### config.mk
export PLATFORM = sky130hd
export DESIGN_NAME = sbbt_alu
export DESIGN_NICKNAME = d
export VERILOG_FILES = /design/src/design/sbbt_pkg.sv /design/src/design/sbbt_alu.sv
export SDC_FILE = /design/constraint.sdc
export NUM_CORES = 1
export LEC_CHECK = 0
export ABC_AREA = 1
export BUFFER_PORTS_ARGS = -buffer_cell sky130_fd_sc_hd__buf_2
export CAP_MARGIN = 40
export CORE_MARGIN = 3
export CORE_UTILIZATION = 55
export DETAILED_ROUTE_END_ITERATION = 12
export PLACE_DENSITY = 0.76
export SKIP_LAST_GASP = 1
export SLEW_MARGIN = 40
export SYNTH_ARGS = -nofsm -noshare
export SYNTH_HDL_FRONTEND = slang
export SYNTH_SLANG_ARGS = --single-unit
### constraint.sdc
create_clock -name vclk -period 14
set_input_delay 2.1 -clock vclk [all_inputs]
set_output_delay 2.1 -clock vclk [all_outputs]
set_load 0.01 [all_outputs]
### src/design/sbbt_pkg.sv
// package for the strided byte block transform
// holds sizes, command, operation, scramble and status codes, and the memory write port type
// no dependencies
package sbbt_pkg;

    localparam int MAX_LEN = 4096;
    localparam int ADDR_W  = $clog2(MAX_LEN);
    localparam int LEN_W   = ADDR_W + 1;

    localparam logic [1:0] CMD_LOAD   = 2'd0;
    localparam logic [1:0] CMD_READ   = 2'd1;
    localparam logic [1:0] CMD_APPLY  = 2'd2;
    localparam logic [1:0] CMD_UNUSED = 2'd3;

    localparam logic [3:0] OP_XOR      = 4'd0;
    localparam logic [3:0] OP_ADD      = 4'd1;
    localparam logic [3:0] OP_MUL      = 4'd2;
    localparam logic [3:0] OP_CLO_XOR  = 4'd3;
    localparam logic [3:0] OP_NIB_ADD  = 4'd4;
    localparam logic [3:0] OP_CHI_XOR  = 4'd5;
    localparam logic [3:0] OP_CLO_ADD  = 4'd6;
    localparam logic [3:0] OP_CHI_ADD  = 4'd7;
    localparam logic [3:0] OP_NIB_XOR  = 4'd8;
    localparam logic [3:0] OP_NIB_SWAP = 4'd9;
    localparam logic [3:0] OP_AFFINE   = 4'd10;
    localparam logic [3:0] OP_DUAL_XOR = 4'd11;
    localparam logic [3:0] OP_DUAL_ADD = 4'd12;
    localparam logic [3:0] OP_DUAL_MUL = 4'd13;
    localparam logic [3:0] OP_DELTA    = 4'd14;
    localparam logic [3:0] OP_SCRAMBLE = 4'd15;

    localparam logic [3:0] KIND_IL_MAX = 4'd5;
    localparam logic [3:0] KIND_BITS   = 4'd6;
    localparam logic [3:0] KIND_NIBBLE = 4'd7;
    localparam logic [3:0] KIND_REV    = 4'd8;

    localparam logic [1:0] ST_OK     = 2'd0;
    localparam logic [1:0] ST_REFUSE = 2'd1;
    localparam logic [1:0] ST_RANGE  = 2'd2;

    typedef struct packed {
        logic              we;
        logic [ADDR_W-1:0] addr;
        logic [7:0]        data;
    } mem_wr_t;

endpackage

### src/design/sbbt_alu.sv
// per-byte operation unit for strided instructions
// depends on sbbt_pkg
module sbbt_alu (
    input  logic [3:0]  op,
    input  logic [7:0]  din,
    input  logic [15:0] amp,
    input  logic        odd,
    output logic [7:0]  dout
);
    import sbbt_pkg::*;

    logic [3:0]  lo, hi, a0, a1;
    logic [7:0]  mul_op;
    logic [15:0] prod;
    logic [7:0]  m_lo, m_hi;

    assign lo   = din[3:0];
    assign hi   = din[7:4];
    assign a0   = amp[3:0];
    assign a1   = amp[7:4];
    assign m_lo = {amp[6:0], 1'b0} + 8'd3;
    assign m_hi = {amp[13:7], 1'b0} + 8'd3;

    always_comb
    begin
        unique case (op)
            OP_MUL:      mul_op = amp[7:0];
            OP_DUAL_MUL: mul_op = odd ? m_hi : m_lo;
            default:     mul_op = m_lo;
        endcase
    end

    assign prod = {8'd0, din} * {8'd0, mul_op};

    always_comb
    begin
        unique case (op)
            OP_XOR:      dout = din ^ amp[7:0];
            OP_ADD:      dout = din + amp[7:0];
            OP_MUL:      dout = prod[7:0];
            OP_CLO_XOR:  dout = (hi == a1) ? (din ^ {4'd0, a0}) : din;
            OP_NIB_ADD:  dout = {hi + a1, lo + a0};
            OP_CHI_XOR:  dout = (lo == a0) ? (din ^ {a1, 4'd0}) : din;
            OP_CLO_ADD:  dout = (hi == a1) ? {hi, lo + a0} : din;
            OP_CHI_ADD:  dout = (lo == a0) ? {hi + a1, lo} : din;
            OP_NIB_XOR:  dout = din ^ amp[7:0];
            OP_NIB_SWAP: dout = {lo, hi};
            OP_AFFINE:   dout = prod[7:0] + amp[14:7];
            OP_DUAL_XOR: dout = din ^ (odd ? amp[15:8] : amp[7:0]);
            OP_DUAL_ADD: dout = din + (odd ? amp[15:8] : amp[7:0]);
            default:     dout = prod[7:0];
        endcase
    end

endmodule

==> key figures <==
Global routing
  – Global-route wire length before repair: 18700 µm
  – Pin count of the biggest net entering global routing: 22
  – Grt total ovfl: 0
  – GRT Resource Usage Total: 32.5%
  – Number of global-route vias before repair: 3851
  – Antenna violations before repair: 0

Setup path
  – Buf/Inv on CP: 9
  – Most frequent CP cell: inv_1
  – Setup CP Type: in -> out
  – CP Data Arrival Time: 7.12 ns
  – Top delay family on crit path: adder cells
  – Max incr delay on CP: 0.53 ns
  – Worst setup EP type: primary output
  – CP max stage cell: fa_1
  – Crit-path max FO: 21
  – Startpoint Class: primary input
  – Critical Path RT: 11.90 ns

Logic synthesis
  – Area leader, netlist: nand2_1
  – Synthesized area: 3310 µm²
  – Most frequent cell after synthesis: nand2_1
  – Ranking of synthesized cells by area: nand2_1 15%, ha_1 14%, inv_1 12%
  – Avg Inst Size Synth: 5.68 µm²
  – Sequential area share after synthesis: 0%
  – Top cell type's share of synthesized area: 15.2%
  – Synth Instances: 583
  – Synth cell types: 47
  – Syn_nets: 666
  – Yosys Warn Count: 0
  – Synth cell count leaders: 134 x nand2_1, 109 x inv_1, 59 x nor2_1, 48 x nand3_1, 47 x o21ai_0

STA
  – Final setup margin: 4.78 ns
  – Final Setup Violations: 0
  – Final count of hold timing violations: 0
  – Post-route clock period utilization: 65.9%
  – Measured slew at the worst slew-check pin: 0.716 ns
  – Worst slew margin: 52.2%
  – Max Fclk: 108 MHz
  – RSZ-0062 raised after global routing: no
  – Max Slew Vio Count: 0
  – Min Tclk post-route: 9.22 ns
  – TNS Setup: 0 ns

Pwr
  – P_leak: 1.93 nW
  – Worst vdd ir: 0.0000630 V
  – Cell Pwr Density: 76.4 nW/µm²
  – Power, Total: 270 µW

Die
  – CORE AREA: 5680 µm²
  – Chip Height: 83.6 µm
  – # rows: 27
  – # IOs: 37
  – Initial core utilization: 58.3%
  – Die Footprint: 6990 µm²
  – Die Span X: 83.6 µm

Layout
  – # diodes: 0
  – Sequential cell count: 0
  – Area Growth Syn to Fin: 6.73%
  – Multi-input gate area: 2830 µm²
  – Seq. cell area: 0 µm²
  – Layout Cells excl Fill: 680
  – Final #Nets: 693
  – Clock buffers: 0
  – Fillers: 584
  – Fraction of layout cells with a size suffix above 1: 11.5%
  – Fin util: 62.3%

Placed design
  – DP HPWL: 9230 µm
  – Post-place setup slack: 4.83 ns
  – Number of cells after detailed placement: 680
  – Port Buffers: 37
  – GP Congestion: 1.07

Drt
  – WL met3: 1110 µm
  – Met2 WL post-DR: 5030 µm
  – Post-route ant nets: 0
  – Drt first pass iters: 5
  – Routed WL: 11100 µm
  – Detailed Route Iter0 Violations: 386
  – DR WL/cell: 16.4 µm
  – Top layer reached by signal wires: met4
  – DRC: 0
  – Vias: 3962
  – Routed length on met1: 4670 µm
  – Post-DR vias/cell: 5.83

Clocking
  – CTS-repair resized insts: 0
  – Post-CTS Repair Setup Buffers: 0
  – Hold-fix buffers at CTS: 0

Flow run
  – Max-Cap Viols: 0

Run status
  – Status: completed

Hold path
  – Worst hold path type: in -> out
## power by group
group	switching [mW]	internal, mW
registers	0	0
logic	0.169	0.101
clock network	0	0
## final cells by class
cell class / count / area share, %
inverter: 115 / 12.2
multi-input combinational: 456 / 80.0
timing repair buffer: 37 / 5.24
tap: 72 / 2.55
## per-stage QoR
stage,hold WS [ns],cell area (µm²)
floorplan,4.35,3310
global placement,4.65,3530
detailed placement,4.65,3530
CTS,4.66,3530
global route,4.70,3530
finish,4.65,3530
## cells by family (layout without fill, tap and decap cells)
kind of cell             Yosys count  in the layout  share of synthesized area [%]
adder cells (fa/ha/maj)           54             54                           24.0
buffers and inverters            127            152                           14.8
XOR/XNOR                          14             14                           3.70
AND/OR/NAND/NOR                  282            282                           38.6
AO/OA/AOI/OAI                    106            106                           18.8
## layout by cell type, fill, tap and decap left out, drive strengths merged
master | Yosys | routed
o22ai | 4 | 4
a22o | 1 | 1
a22oi | 2 | 2
a221oi | 2 | 2
buf | 6 | 37
nor2 | 64 | 64
o221ai | 1 | 1
nand2 | 142 | 142
nand4 | 8 | 8
or2 | 7 | 7
fa | 16 | 16
a2111oi | 2 | 2
a31oi | 4 | 4
o2111ai | 4 | 4
a21o | 2 | 2
xnor2 | 8 | 8
o32ai | 1 | 1
o21bai | 2 | 2
nand3b | 1 | 1
xor2 | 6 | 6
o21ai | 49 | 49
a21oi | 26 | 26
nor3 | 3 | 3
o32a | 1 | 1
inv | 112 | 112
nor4 | 2 | 2
a311oi | 1 | 1
clkinv | 3 | 3
nor3b | 1 | 1
o211ai | 3 | 3
ha | 38 | 38
o21a | 1 | 1
nand3 | 54 | 54
## per-layer routing
metal  up-vias  global-route usage, %
met3        30                   6.02
met2       197                   53.1
met4         0                   9.21
met1      1794                   43.4
li1       1941                      -
met5         -                      0
## final timing paths
check    from      end  slack [ns]  cells past startpoint
max       odd  dout[7]        4.78                     26
min    din[0]  dout[0]        4.65                      4
Note: power is estimated with default switching activity, not from simulation.
